--- src/hdl/drive_command_smoother_top_macros.svh ---
// Assertion macros shared by the drive command smoother modules.
// Each macro expects signals clk and rst in the scope where it is used.
`ifndef DRIVE_COMMAND_SMOOTHER_TOP_MACROS_SVH
`define DRIVE_COMMAND_SMOOTHER_TOP_MACROS_SVH

// Condition holds at every clock edge outside reset.
`define DCS_ASSERT_ALWAYS(lbl, cond) \
  lbl: assert property (@(posedge clk) disable iff (rst) (cond)) \
    else $error("drive command smoother: invariant violated");

// Consequent holds in the same cycle as the antecedent.
`define DCS_ASSERT_IMPL(lbl, ante, cons) \
  lbl: assert property (@(posedge clk) disable iff (rst) (ante) |-> (cons)) \
    else $error("drive command smoother: implication violated");

// Consequent holds in the cycle after the antecedent.
`define DCS_ASSERT_NEXT(lbl, ante, cons) \
  lbl: assert property (@(posedge clk) disable iff (rst) (ante) |=> (cons)) \
    else $error("drive command smoother: next-cycle implication violated");

`endif

--- src/hdl/dcs_pkg.sv ---
// Shared constants, types and register codes of the drive command smoother.
// No dependencies; the divider, controller, datapath and top level import this package.
package dcs_pkg;

  localparam int WINDOW_MAX  = 16;
  localparam int SAMPLE_BITS = 16;

  localparam int SLOT_W  = $clog2(WINDOW_MAX);
  localparam int CNT_W   = $clog2(WINDOW_MAX + 2);
  localparam int TOTAL_W = SAMPLE_BITS + $clog2(WINDOW_MAX);

  localparam int MODE_W     = 3;
  localparam int RATE_W     = 15;
  localparam int DT_W       = 16;
  localparam int WLEN_W     = 5;
  localparam int THRESH_W   = 15;
  localparam int GAIN_W     = 16;
  localparam int GAIN_FRAC  = 14;
  localparam int CFG_IDX_W  = 3;
  localparam int CFG_DATA_W = 16;

  // Mean divider: quotient bits resolved per cycle and iterations per divide.
  localparam int DIV_RADIX_BITS = 4;
  localparam int DIV_ITERS      = (TOTAL_W + DIV_RADIX_BITS - 1) / DIV_RADIX_BITS;
  localparam int DIV_QW         = DIV_ITERS * DIV_RADIX_BITS;
  localparam int DIV_ITER_W     = $clog2(DIV_ITERS + 1);

  // Smoothing field of the mode register, bits 1:0.
  localparam logic [1:0] SMOOTH_NONE = 2'd0;
  localparam logic [1:0] SMOOTH_SLEW = 2'd1;
  localparam logic [1:0] SMOOTH_AVG  = 2'd2;
  localparam int         MODE_SCALE_BIT = 2;

  typedef enum logic [CFG_IDX_W-1:0] {
    CFG_MODE           = 3'd0,
    CFG_SPEED_RATE     = 3'd1,
    CFG_STEER_RATE     = 3'd2,
    CFG_WINDOW_LEN     = 3'd3,
    CFG_THRESHOLD      = 3'd4,
    CFG_STRAIGHT_GAIN  = 3'd5,
    CFG_CORNER_GAIN    = 3'd6,
    CFG_STEER_GAIN     = 3'd7
  } cfg_idx_t;

  typedef struct packed {
    logic [MODE_W-1:0]   mode;
    logic [RATE_W-1:0]   speed_rate;
    logic [RATE_W-1:0]   steer_rate;
    logic [WLEN_W-1:0]   window_len;
    logic [THRESH_W-1:0] straight_threshold;
    logic [GAIN_W-1:0]   straight_speed_gain;
    logic [GAIN_W-1:0]   corner_speed_gain;
    logic [GAIN_W-1:0]   steer_gain;
  } cfg_t;

  // Commands from the controller to the datapath.
  typedef struct packed {
    logic load;    // capture the accepted request
    logic step;    // form slew steps, read the oldest history entry
    logic filter;  // apply the smoothing mode, start the mean divide
    logic mean;    // take the divider quotients
    logic scale;   // form the gain products
    logic emit;    // load the output register
  } cmd_t;

  // Status from the datapath to the controller.
  typedef struct packed {
    logic avg_sel;   // this request runs through the moving average
    logic div_done;  // both mean dividers idle
    logic out_free;  // output register can take a result this cycle
  } sts_t;

endpackage

--- src/hdl/dcs_ram.sv ---
// Generic single-write, single-read RAM with registered read data.
// Standalone; no package dependency.
module dcs_ram #(
  parameter int WIDTH = 32,
  parameter int DEPTH = 16
) (
  input  logic                     clk,
  input  logic                     we,
  input  logic [$clog2(DEPTH)-1:0] waddr,
  input  logic [WIDTH-1:0]         wdata,
  input  logic                     re,
  input  logic [$clog2(DEPTH)-1:0] raddr,
  output logic [WIDTH-1:0]         rdata
);

  logic [WIDTH-1:0] mem [DEPTH];

  always_ff @(posedge clk) begin
    if (we) begin
      mem[waddr] <= wdata;
    end
    if (re) begin
      rdata <= mem[raddr];
    end
  end

endmodule

--- src/hdl/dcs_div.sv ---
// Multi-cycle signed divider for the moving mean, truncating toward zero.
// Depends on dcs_pkg; resolves DIV_RADIX_BITS quotient bits per cycle.
module dcs_div (
  input  logic                               clk,
  input  logic                               rst,
  input  logic                               start,
  input  logic signed [dcs_pkg::TOTAL_W-1:0] dividend,
  input  logic        [dcs_pkg::CNT_W-1:0]   divisor,
  output logic                               busy,
  output logic signed [dcs_pkg::TOTAL_W-1:0] quotient
);
  import dcs_pkg::*;

  logic                  neg;
  logic [CNT_W-1:0]      dvs;
  logic [CNT_W:0]        rem;
  logic [CNT_W:0]        rem_next;
  logic [DIV_QW-1:0]     quo;
  logic [DIV_QW-1:0]     quo_next;
  logic [DIV_ITER_W-1:0] iter;
  logic [TOTAL_W-1:0]    mag;
  logic [DIV_QW-1:0]     signed_quo;

  assign mag = dividend[TOTAL_W-1] ? TOTAL_W'(-dividend) : TOTAL_W'(dividend);

  // Restoring steps; remainder stays below the divisor between steps.
  always_comb begin
    rem_next = rem;
    quo_next = quo;
    for (int i = 0; i < DIV_RADIX_BITS; i++) begin
      rem_next = {rem_next[CNT_W-1:0], quo_next[DIV_QW-1]};
      quo_next = {quo_next[DIV_QW-2:0], 1'b0};
      if (rem_next >= {1'b0, dvs}) begin
        rem_next    = rem_next - {1'b0, dvs};
        quo_next[0] = 1'b1;
      end
    end
  end

  always_ff @(posedge clk) begin
    if (rst) begin
      busy <= 1'b0;
      iter <= '0;
    end else if (start) begin
      busy <= 1'b1;
      iter <= '0;
    end else if (busy) begin
      iter <= iter + 1'b1;
      if (iter == DIV_ITER_W'(DIV_ITERS - 1)) begin
        busy <= 1'b0;
      end
    end
  end

  always_ff @(posedge clk) begin
    if (start) begin
      neg <= dividend[TOTAL_W-1];
      dvs <= divisor;
      rem <= '0;
      quo <= DIV_QW'(mag);
    end else if (busy) begin
      rem <= rem_next;
      quo <= quo_next;
    end
  end

  assign signed_quo = neg ? (~quo + 1'b1) : quo;
  assign quotient   = signed'(signed_quo[TOTAL_W-1:0]);

endmodule

--- src/hdl/dcs_ctrl.sv ---
// Sequencing state machine of the drive command smoother.
// Depends on dcs_pkg (command and status structs) and the assertion macros.
`include "drive_command_smoother_top_macros.svh"
module dcs_ctrl (
  input  logic          clk,
  input  logic          rst,
  input  logic          in_valid,
  output logic          in_ready,
  input  dcs_pkg::sts_t sts,
  output dcs_pkg::cmd_t cmd
);
  import dcs_pkg::*;

  typedef enum logic [5:0] {
    S_IDLE  = 6'b000001,
    S_STEP  = 6'b000010,
    S_FILT  = 6'b000100,
    S_DIV   = 6'b001000,
    S_SCALE = 6'b010000,
    S_EMIT  = 6'b100000
  } state_t;

  state_t state;
  state_t state_next;

  always_comb begin
    state_next = state;
    cmd        = '0;
    case (state)
      S_IDLE: begin
        cmd.load = in_valid;
        if (in_valid) begin
          state_next = S_STEP;
        end
      end
      S_STEP: begin
        cmd.step   = 1'b1;
        state_next = S_FILT;
      end
      S_FILT: begin
        cmd.filter = 1'b1;
        state_next = sts.avg_sel ? S_DIV : S_SCALE;
      end
      S_DIV: begin
        if (sts.div_done) begin
          cmd.mean   = 1'b1;
          state_next = S_SCALE;
        end
      end
      S_SCALE: begin
        cmd.scale  = 1'b1;
        state_next = S_EMIT;
      end
      S_EMIT: begin
        cmd.emit = sts.out_free;
        if (sts.out_free) begin
          state_next = S_IDLE;
        end
      end
      default: begin
        state_next = S_IDLE;
      end
    endcase
  end

  always_ff @(posedge clk) begin
    if (rst) begin
      state <= S_IDLE;
    end else begin
      state <= state_next;
    end
  end

  assign in_ready = (state == S_IDLE);

  `DCS_ASSERT_ALWAYS(a_state_onehot, $onehot(state))
  `DCS_ASSERT_NEXT(a_div_wait, state == S_DIV && !sts.div_done, state == S_DIV)
  `DCS_ASSERT_NEXT(a_emit_idle, cmd.emit, in_ready)

endmodule

--- src/hdl/dcs_dp.sv ---
// Datapath of the drive command smoother: slew limiter, moving average with
// history RAM and mean dividers, gain stage and output register.
// Depends on dcs_pkg, dcs_ram, dcs_div and the assertion macros.
`include "drive_command_smoother_top_macros.svh"
module dcs_dp (
  input  logic                                   clk,
  input  logic                                   rst,
  input  dcs_pkg::cfg_t                          cfg,
  input  dcs_pkg::cmd_t                          cmd,
  output dcs_pkg::sts_t                          sts,
  input  logic signed [dcs_pkg::SAMPLE_BITS-1:0] raw_speed,
  input  logic signed [dcs_pkg::SAMPLE_BITS-1:0] raw_steer,
  input  logic        [dcs_pkg::DT_W-1:0]        dt_ticks,
  output logic                                   out_valid,
  input  logic                                   out_ready,
  output logic signed [dcs_pkg::SAMPLE_BITS-1:0] speed_out,
  output logic signed [dcs_pkg::SAMPLE_BITS-1:0] steer_out
);
  import dcs_pkg::*;

  localparam int SB     = SAMPLE_BITS;
  localparam int PROD_W = SB + GAIN_W + 1;
  localparam int RQ_W   = PROD_W - GAIN_FRAC;
  localparam int STEP_W = RATE_W + DT_W;

  function automatic logic signed [SB-1:0] slew_limit(
    input logic signed [SB-1:0] prev,
    input logic signed [SB-1:0] target,
    input logic [RATE_W-1:0]    step
  );
    logic signed [SB+1:0] prev_x;
    logic signed [SB+1:0] diff;
    logic signed [SB+1:0] stp;
    logic signed [SB+1:0] res;
    prev_x = {{2{prev[SB-1]}}, prev};
    diff   = {{2{target[SB-1]}}, target} - prev_x;
    stp    = signed'({{(SB + 2 - RATE_W){1'b0}}, step});
    if (diff > stp) begin
      res = prev_x + stp;
    end else if (diff < -stp) begin
      res = prev_x - stp;
    end else begin
      res = {{2{target[SB-1]}}, target};
    end
    return res[SB-1:0];
  endfunction

  function automatic logic signed [TOTAL_W-1:0] widen(input logic signed [SB-1:0] v);
    return {{(TOTAL_W - SB){v[SB-1]}}, v};
  endfunction

  // Round to nearest, ties away from zero, then saturate to the sample range.
  function automatic logic signed [SB-1:0] round_sat(input logic signed [PROD_W-1:0] p);
    logic [PROD_W-1:0] mag;
    logic [PROD_W-1:0] rnd;
    logic [RQ_W-1:0]   q;
    logic [RQ_W-1:0]   negq;
    mag  = p[PROD_W-1] ? PROD_W'(-p) : PROD_W'(p);
    rnd  = mag + (PROD_W'(1) << (GAIN_FRAC - 1));
    q    = rnd[PROD_W-1:GAIN_FRAC];
    negq = ~q + 1'b1;
    if (!p[PROD_W-1]) begin
      return (q > RQ_W'((1 << (SB - 1)) - 1)) ? {1'b0, {(SB - 1){1'b1}}} : q[SB-1:0];
    end
    return (q > RQ_W'(1 << (SB - 1))) ? {1'b1, {(SB - 1){1'b0}}} : negq[SB-1:0];
  endfunction

  // Captured request
  logic signed [SB-1:0] raw_speed_q;
  logic signed [SB-1:0] raw_steer_q;
  logic [DT_W-1:0]      dt_q;

  // Smoother state
  logic                      first_pending;
  logic signed [SB-1:0]      last_speed;
  logic signed [SB-1:0]      last_steer;
  logic [CNT_W-1:0]          fill_count;
  logic [SLOT_W-1:0]         write_slot;
  logic signed [TOTAL_W-1:0] speed_total;
  logic signed [TOTAL_W-1:0] steer_total;

  // Working registers
  logic [RATE_W-1:0]        speed_step;
  logic [RATE_W-1:0]        steer_step;
  logic signed [SB-1:0]     filt_speed;
  logic signed [SB-1:0]     filt_steer;
  logic signed [PROD_W-1:0] speed_prod;
  logic signed [PROD_W-1:0] steer_prod;

  logic [1:0]  smooth;
  logic        scale_en;
  logic        slew_sel;
  logic        avg_sel;
  logic [STEP_W-1:0] speed_rate_prod;
  logic [STEP_W-1:0] steer_rate_prod;

  logic [CNT_W-1:0]  w_eff;
  logic [CNT_W-1:0]  cnt_inc;
  logic [CNT_W-1:0]  cnt_eff;
  logic              drop;
  logic [CNT_W:0]    ws_x;
  logic [CNT_W:0]    fl_x;
  logic [CNT_W:0]    old_x;
  logic [SLOT_W-1:0] old_slot;
  logic [SLOT_W-1:0] next_slot;

  logic [2*SB-1:0]           hist_rdata;
  logic signed [SB-1:0]      old_speed;
  logic signed [SB-1:0]      old_steer;
  logic signed [TOTAL_W-1:0] speed_total_next;
  logic signed [TOTAL_W-1:0] steer_total_next;
  logic                      hist_we;
  logic                      div_start;
  logic                      speed_div_busy;
  logic                      steer_div_busy;
  logic signed [TOTAL_W-1:0] speed_mean;
  logic signed [TOTAL_W-1:0] steer_mean;

  logic [SB:0]             steer_abs;
  logic [GAIN_W-1:0]       speed_gain;
  logic signed [GAIN_W:0]  speed_gain_s;
  logic signed [GAIN_W:0]  steer_gain_s;

  assign smooth   = cfg.mode[1:0];
  assign scale_en = cfg.mode[MODE_SCALE_BIT];
  assign slew_sel = !first_pending && (smooth == SMOOTH_SLEW);
  assign avg_sel  = !first_pending && (smooth == SMOOTH_AVG);

  assign speed_rate_prod = STEP_W'(cfg.speed_rate) * STEP_W'(dt_q);
  assign steer_rate_prod = STEP_W'(cfg.steer_rate) * STEP_W'(dt_q);

  // Window bookkeeping: clamp the length, decide whether the oldest drops.
  always_comb begin
    if (cfg.window_len == '0) begin
      w_eff = CNT_W'(1);
    end else if (int'(cfg.window_len) > WINDOW_MAX) begin
      w_eff = CNT_W'(WINDOW_MAX);
    end else begin
      w_eff = CNT_W'(cfg.window_len);
    end
  end

  assign cnt_inc = fill_count + 1'b1;
  assign drop    = cnt_inc > w_eff;
  assign cnt_eff = drop ? fill_count : cnt_inc;

  assign ws_x     = (CNT_W + 1)'(write_slot);
  assign fl_x     = (CNT_W + 1)'(fill_count);
  assign old_x    = (ws_x >= fl_x) ? (ws_x - fl_x) : (ws_x + (CNT_W + 1)'(WINDOW_MAX) - fl_x);
  assign old_slot = old_x[SLOT_W-1:0];
  assign next_slot = (write_slot == SLOT_W'(WINDOW_MAX - 1)) ? '0 : (write_slot + 1'b1);

  assign old_speed = drop ? signed'(hist_rdata[2*SB-1:SB]) : '0;
  assign old_steer = drop ? signed'(hist_rdata[SB-1:0]) : '0;
  assign speed_total_next = speed_total - widen(old_speed) + widen(raw_speed_q);
  assign steer_total_next = steer_total - widen(old_steer) + widen(raw_steer_q);

  assign hist_we   = cmd.filter && avg_sel;
  assign div_start = cmd.filter && avg_sel;

  dcs_ram #(
    .WIDTH (2 * SB),
    .DEPTH (WINDOW_MAX)
  ) u_hist (
    .clk   (clk),
    .we    (hist_we),
    .waddr (write_slot),
    .wdata ({raw_speed_q, raw_steer_q}),
    .re    (cmd.step),
    .raddr (old_slot),
    .rdata (hist_rdata)
  );

  dcs_div u_speed_div (
    .clk      (clk),
    .rst      (rst),
    .start    (div_start),
    .dividend (speed_total_next),
    .divisor  (cnt_eff),
    .busy     (speed_div_busy),
    .quotient (speed_mean)
  );

  dcs_div u_steer_div (
    .clk      (clk),
    .rst      (rst),
    .start    (div_start),
    .dividend (steer_total_next),
    .divisor  (cnt_eff),
    .busy     (steer_div_busy),
    .quotient (steer_mean)
  );

  // Gain choice follows the filtered steering magnitude.
  assign steer_abs    = filt_steer[SB-1] ? (SB + 1)'(-filt_steer) : (SB + 1)'(filt_steer);
  assign speed_gain   = (steer_abs < (SB + 1)'(cfg.straight_threshold)) ?
                        cfg.straight_speed_gain : cfg.corner_speed_gain;
  assign speed_gain_s = signed'({1'b0, speed_gain});
  assign steer_gain_s = signed'({1'b0, cfg.steer_gain});

  always_ff @(posedge clk) begin
    if (cmd.load) begin
      raw_speed_q <= raw_speed;
      raw_steer_q <= raw_steer;
      dt_q        <= dt_ticks;
    end
    if (cmd.step) begin
      speed_step <= speed_rate_prod[STEP_W-1:DT_W];
      steer_step <= steer_rate_prod[STEP_W-1:DT_W];
    end
    if (cmd.filter) begin
      if (first_pending) begin
        filt_speed <= raw_speed_q;
        filt_steer <= raw_steer_q;
      end else if (slew_sel) begin
        filt_speed <= slew_limit(last_speed, raw_speed_q, speed_step);
        filt_steer <= slew_limit(last_steer, raw_steer_q, steer_step);
      end else if (!avg_sel) begin
        filt_speed <= raw_speed_q;
        filt_steer <= raw_steer_q;
      end
    end else if (cmd.mean) begin
      filt_speed <= speed_mean[SB-1:0];
      filt_steer <= steer_mean[SB-1:0];
    end
    if (cmd.scale) begin
      speed_prod <= filt_speed * speed_gain_s;
      steer_prod <= filt_steer * steer_gain_s;
    end
    if (cmd.emit) begin
      speed_out <= scale_en ? round_sat(speed_prod) : filt_speed;
      steer_out <= scale_en ? round_sat(steer_prod) : filt_steer;
    end
  end

  always_ff @(posedge clk) begin
    if (rst) begin
      first_pending <= 1'b1;
      last_speed    <= '0;
      last_steer    <= '0;
      fill_count    <= '0;
      write_slot    <= '0;
      speed_total   <= '0;
      steer_total   <= '0;
      out_valid     <= 1'b0;
    end else begin
      if (cmd.filter) begin
        if (first_pending) begin
          first_pending <= 1'b0;
          last_speed    <= raw_speed_q;
          last_steer    <= raw_steer_q;
        end else if (slew_sel) begin
          last_speed <= slew_limit(last_speed, raw_speed_q, speed_step);
          last_steer <= slew_limit(last_steer, raw_steer_q, steer_step);
        end else if (avg_sel) begin
          speed_total <= speed_total_next;
          steer_total <= steer_total_next;
          fill_count  <= cnt_eff;
          write_slot  <= next_slot;
        end
      end else if (cmd.mean) begin
        last_speed <= speed_mean[SB-1:0];
        last_steer <= steer_mean[SB-1:0];
      end
      if (cmd.emit) begin
        out_valid <= 1'b1;
      end else if (out_ready) begin
        out_valid <= 1'b0;
      end
    end
  end

  assign sts.avg_sel  = avg_sel;
  assign sts.div_done = !speed_div_busy && !steer_div_busy;
  assign sts.out_free = !out_valid || out_ready;

  `DCS_ASSERT_ALWAYS(a_fill_bound, fill_count <= CNT_W'(WINDOW_MAX))
  `DCS_ASSERT_NEXT(a_div_starts, cmd.filter && sts.avg_sel, !sts.div_done)
  `DCS_ASSERT_NEXT(a_out_source, !out_valid && !cmd.emit, !out_valid)

endmodule

--- src/hdl/drive_command_smoother_top.sv ---
// Top level of the drive command smoother: configuration registers and the
// controller/datapath pair. Depends on dcs_pkg, dcs_ctrl and dcs_dp.
//
// Smooths a two-channel drive request (speed and steering, signed Q7.8) that
// carries its own time step. Mode bits 1:0 pick pass-through, slew limiting
// (each channel moves by at most rate * dt / 2^16 from its previous output)
// or a moving mean, truncated toward zero, over the last window_len requests
// (window_len clamped to 1..16); mode bit 2 adds a gain stage with rounding
// and saturation. The very first request after reset only seeds the previous
// outputs and is passed through. One request is in flight at a time. In
// average mode a request also waits for the two mean dividers, which resolve
// four quotient bits per cycle. A new request can be taken once the previous
// one has been loaded into the output register, even while that result still
// waits for out_ready. Configuration writes are always accepted (cfg_ready is
// tied high) and should be made only while no request is in progress.
module drive_command_smoother_top (
  input  logic                                   clk,
  input  logic                                   rst,
  // input requests
  input  logic                                   in_valid,
  output logic                                   in_ready,
  input  logic signed [dcs_pkg::SAMPLE_BITS-1:0] raw_speed,
  input  logic signed [dcs_pkg::SAMPLE_BITS-1:0] raw_steer,
  input  logic        [dcs_pkg::DT_W-1:0]        dt_ticks,
  // results
  output logic                                   out_valid,
  input  logic                                   out_ready,
  output logic signed [dcs_pkg::SAMPLE_BITS-1:0] speed_out,
  output logic signed [dcs_pkg::SAMPLE_BITS-1:0] steer_out,
  // configuration writes
  input  logic                                   cfg_valid,
  output logic                                   cfg_ready,
  input  logic        [dcs_pkg::CFG_IDX_W-1:0]   cfg_index,
  input  logic        [dcs_pkg::CFG_DATA_W-1:0]  cfg_data
);
  import dcs_pkg::*;

  cfg_t cfg;
  cmd_t cmd;
  sts_t sts;

  // Register file never stalls a write.
  assign cfg_ready = 1'b1;

  // Hold the configuration; reset to unity gains, full rates, window of five.
  always_ff @(posedge clk) begin
    if (rst) begin
      cfg.mode                <= '0;
      cfg.speed_rate          <= RATE_W'(32767);
      cfg.steer_rate          <= RATE_W'(32767);
      cfg.window_len          <= WLEN_W'(5);
      cfg.straight_threshold  <= THRESH_W'(26);
      cfg.straight_speed_gain <= GAIN_W'(16384);
      cfg.corner_speed_gain   <= GAIN_W'(16384);
      cfg.steer_gain          <= GAIN_W'(16384);
    end else if (cfg_valid && cfg_ready) begin
      case (cfg_index)
        CFG_MODE:          cfg.mode                <= cfg_data[MODE_W-1:0];
        CFG_SPEED_RATE:    cfg.speed_rate          <= cfg_data[RATE_W-1:0];
        CFG_STEER_RATE:    cfg.steer_rate          <= cfg_data[RATE_W-1:0];
        CFG_WINDOW_LEN:    cfg.window_len          <= cfg_data[WLEN_W-1:0];
        CFG_THRESHOLD:     cfg.straight_threshold  <= cfg_data[THRESH_W-1:0];
        CFG_STRAIGHT_GAIN: cfg.straight_speed_gain <= cfg_data[GAIN_W-1:0];
        CFG_CORNER_GAIN:   cfg.corner_speed_gain   <= cfg_data[GAIN_W-1:0];
        CFG_STEER_GAIN:    cfg.steer_gain          <= cfg_data[GAIN_W-1:0];
        default: begin
        end
      endcase
    end
  end

  // Sequence each request: capture, step, filter, optional mean divide,
  // gain, then load the output register once it is free.
  dcs_ctrl u_ctrl (
    .clk      (clk),
    .rst      (rst),
    .in_valid (in_valid),
    .in_ready (in_ready),
    .sts      (sts),
    .cmd      (cmd)
  );

  dcs_dp u_dp (
    .clk       (clk),
    .rst       (rst),
    .cfg       (cfg),
    .cmd       (cmd),
    .sts       (sts),
    .raw_speed (raw_speed),
    .raw_steer (raw_steer),
    .dt_ticks  (dt_ticks),
    .out_valid (out_valid),
    .out_ready (out_ready),
    .speed_out (speed_out),
    .steer_out (steer_out)
  );

endmodule
--- config.mk ---
export PLATFORM = sky130hd
export DESIGN_NAME = drive_command_smoother_top
export DESIGN_NICKNAME = d
export VERILOG_FILES = /design/src/hdl/dcs_pkg.sv /design/src/hdl/dcs_ram.sv /design/src/hdl/dcs_div.sv /design/src/hdl/dcs_ctrl.sv /design/src/hdl/dcs_dp.sv /design/src/hdl/drive_command_smoother_top.sv
export VERILOG_INCLUDE_DIRS = /design/src /design/src/hdl
export SDC_FILE = /design/constraint.sdc
export NUM_CORES = 2
export LEC_CHECK = 0
export BUFFER_PORTS_ARGS = -buffer_cell sky130_fd_sc_hd__clkbuf_2
export CORE_UTILIZATION = 24
export CTS_CLUSTER_SIZE = 12
export DETAILED_ROUTE_END_ITERATION = 8
export SYNTH_ARGS = -nofsm -noshare
export SYNTH_HDL_FRONTEND = slang
export SYNTH_SLANG_ARGS = --single-unit
--- constraint.sdc ---
create_clock -name clk -period 10.3 [get_ports clk]
set_input_delay 1.03 -clock clk [delete_from_list [all_inputs] [get_ports clk]]
set_output_delay 1.03 -clock clk [all_outputs]
set_load 0.1 [all_outputs]
==> summary.md <==
| Metric | Value |
|---|---|
| Status | `finished, final reports clean` |
| Max incr delay on CP | `0.54 ns` |
| Antenna violations before repair | `33` |
| Drt wl/cell | `18.0 microns` |
| Clock Path Buffers | `3` |
| #FFs+latches synth | `1,007` |
| Mean post-synth cell area | `10.0 sq um` |
| Hold Crit Endpoint | `u_dp.raw_speed_q[15]$_DFFE_PP_` |
| Largest net degree at the start of global routing | `114` |
| RSZ-0062 raised after global routing | `no` |
| I/O pin cnt | `107` |
| # rows | `222` |
| CP max-delay cell | `fa_1` |
| Max-slew violation count | `0` |
| Die H | `608 microns` |
| Hold Path Depth | `1` |
| Relative slew slack | `12.9%` |
| Kind of critical path | `flip-flop to flip-flop` |
| Worst min path class | `input port to flip-flop` |
| Number of synthesized flops with an enable pin | `799` |
| Initial drt markers | `4,998` |
| CTS Buf Count | `110` |
| Leakage | `0.0401 uW` |
| Sequential share of the synthesized area | `31.9%` |
| First drt pass iteration count | `5` |
| Post-Layout Inst Area | `98,400 sq um` |
| Reg2reg end | `u_dp.speed_prod[32]$_DFFE_PP_` |
| Detailed Route WL | `246,000 microns` |
| Worst hold start | `raw_speed[15]` |
| Fin crit period | `9.73 ns` |
| Vias in the first global route | `64.4k` |
| Final setup TNS | `0 ns` |
| R2R cell count | `41` |
| Power per cell area | `301 nW/um^2` |
| Clk Tree Root Cell | `clkbuf_16` |
| Clk_lat worst skew | `0.77 ns` |
| Synth top area share | `27.2%` |
| Final setup violation count | `0` |
| Mapped Area | `88,200 sq um` |
| Data required time of the worst path | `10.73 ns` |
| Slew @ Worst Pin | `1.27 ns` |
| Post-Synthesis Cells | `8,819` |
| Critical path endpoint category | `flip-flop` |
| Via-to-Cell Ratio | `4.70` |
| Worst-path clk slew | `0.06 ns` |
| Worst r2r src | `u_dp.filt_steer[1]$_DFFE_PP_` |
| H-tree Lvls | `3` |
| GRT Util Overall | `13.1%` |
| Final hold vios | `0` |
| Placed cell area | `94,700 sq um` |
| Reg2Reg Setup Slack | `0.57 ns` |
| Top cells by area, synth | `edfxtp_1, fa_1, ha_1` |
| Async SR Flop Fraction | `0%` |
| Top_reg_cell synth | `edfxtp_1` |
| Tcrit/Tclk final | `94.5%` |
| CP arrival | `10.17 ns` |
| Synthesized Nets | `10.4k` |
| Antenna Nets Post-Route | `0` |
| Crit path max fanout | `16` |
| Sinks on the clock net | `1,007` |
| VDD IR-drop max | `1.39 mV` |
| CTS tree | `yes` |
| Area of the die | `370,000 sq um` |
| FMAX | `103 MHz` |
| Largest area contributor in the netlist | `edfxtp_1` |
| Synthesis Warnings | `0` |
| Gr ovfl total | `0` |
| Layout cell share with drive strength beyond 1 | `7.93%` |
| Starting Density | `24.1%` |
| Placer Congestion | `0.879` |
| HPWL Detailed | `182,000 microns` |
| Fillers | `38.5k` |
| Core Footprint | `366,000 sq um` |
| Clock skew | `0.101 ns` |
| Port-buffer cells | `105` |
| Via count | `64.4k` |
| # DRC | `0` |
| Nets@finish | `10.4k` |
| First-pass GRT wire length | `383,000 microns` |
| Worst setup SP type | `flip-flop` |
| Max Cap Viol | `0` |
| Die X | `608 microns` |
| Final design utilization | `26.9%` |
| Post-synthesis cell type count | `98` |
| Area Overhead vs Synth | `11.6%` |
==> kinds of logic after synthesis <==
family / count (synthesis) / synth area share (%)
XOR/XNOR: 349 / 3.47
AO/OA/AOI/OAI: 1358 / 10.2
buffers and inverters: 1598 / 6.82
other: 1 / 0.00425
multiplexers: 193 / 4.04
AND/OR/NAND/NOR: 2806 / 15.3
flip-flops: 1007 / 31.9
adder cells (fa/ha/maj): 1507 / 28.2
==> metal layers <==
layer  share of wire, %  vias to the layer above  GRT usage, %
met3                6.4                      406          1.90
met5              0.038                        -             0
met4                2.8                       12          3.82
li1                   -                    29800             -
met2                 46                     1935          21.6
met1                 45                    32200          17.9
==> cell usage in the layout, fill, tap and decap left out, types with 100 or more instances in the layout <==
master     instances
a21o_1           100
a21oi_1          358
and2_1           521
buf_4            175
clkbuf_16        112
clkbuf_2         104
dfxtp_1          207
edfxtp_1         799
fa_1             798
ha_1             706
inv_1           1173
mux4_2           128
nand2_1         1170
nand3_1          138
nor2_1           366
nor3_1           146
o21ai_0          244
xnor2_1          220
xor2_1           126
==> flip-flops by register name, indices dropped and copies added (netlist names), 20 cells and up <==
signal,cells
u_dp.u_hist.mem,512
u_dp.u_steer_div.quo,20
u_dp.u_hist.rdata,32
u_dp.steer_prod,33
u_dp.speed_total,20
u_dp.u_speed_div.quo,20
cfg,101
u_dp.speed_prod,33
u_dp.steer_total,20
==> cell usage after synthesis, types with 27 or more instances <==
cell / number
ha_1: 708
nand2b_1: 74
mux2i_1: 47
edfxtp_1: 799
and2_1: 522
nand2_1: 1170
o21a_1: 58
fa_1: 799
nor3b_1: 33
nand4_1: 45
nand3_1: 138
xnor2_1: 222
nor2_1: 379
a21o_1: 100
nor4_1: 41
o31ai_1: 41
xor2_1: 127
a311oi_1: 27
or3_1: 52
mux4_2: 128
a211oi_1: 70
o21ai_0: 245
nor2b_1: 44
a21oi_1: 359
a31oi_1: 98
o211ai_1: 73
inv_1: 1174
and3_1: 43
nor3_1: 151
clkbuf_1: 397
dfxtp_1: 208
or2_2: 38
==> how the worst max path moves through the flow <==
| stage | slack (ns) | endpoint | startpoint |
|---|---|---|---|
| CTS | 0.37 | u_dp.speed_prod[32]$_DFFE_PP_ | u_dp.filt_steer[1]$_DFFE_PP_ |
| floorplan | 1.21 | u_dp.speed_prod[31]$_DFFE_PP_ | u_dp.filt_steer[0]$_DFFE_PP_ |
| finish | 0.57 | u_dp.speed_prod[32]$_DFFE_PP_ | u_dp.filt_steer[1]$_DFFE_PP_ |
| detailed placement | 0.44 | u_dp.speed_prod[31]$_DFFE_PP_ | u_dp.filt_steer[1]$_DFFE_PP_ |
| global placement | 0.53 | u_dp.speed_prod[32]$_DFFE_PP_ | u_dp.filt_steer[1]$_DFFE_PP_ |
| global route | 0.02 | u_dp.speed_prod[32]$_DFFE_PP_ | u_dp.filt_steer[1]$_DFFE_PP_ |
==> through the flow <==
| step | setup slack (ns) | hold slack (ns) | power [uW] | std cells |
|---|---|---|---|---|
| finish | 0.566 | 0.394 | 29600 | 13700 |
| global route | 0.0224 | 0.355 | 32400 | 13700 |
| CTS | 0.369 | 0.331 | 29800 | 13700 |
| detailed placement | 0.439 | 0.447 | 25500 | 13500 |
| global placement | 0.527 | 0.443 | 25400 | 13500 |
| floorplan | 1.21 | 0.436 | 20200 | 8819 |
==> area by class of cell <==
class	instances	area [sq um]	area share, %
diodes	11	27.5	0.0280
flip-flops and latches	1007	28200	28.6
multi-input cells	6214	54200	55.1
clock inverters	43	626	0.636
inverters	1176	4410	4.48
clock buffers	164	3070	3.12
repair buffers	282	1890	1.92
well taps	4816	6030	6.12
==> report_power, final <==
group          internal [uW]  total, uW  leakage, uW  switching (uW)
clock network           2280       4050      0.00176            1760
logic                   8360      20000       0.0295           11600
registers               5420       5640      0.00889             221
==> repair_timing <==
item	CTS	global route
endpoints found under the setup margin	0	3
resized for setup	0	4
hold buffers	0	0
buffers inserted	0	1
==> worst max-delay path: cells and delay by family (launching register included) <==
| family | cells | cell delay (ns) |
|---|---|---|
| adders and majority gates | 9 | 3.78 |
| xor gates and xnor gates | 2 | 0.22 |
| and+or+nand+nor | 7 | 0.83 |
| AOI/OAI and AO/OA | 15 | 3.21 |
| DFF | 1 | 0.38 |
| buffers and inverters | 8 | 1.00 |
Power figures use the tool's default switching activity.
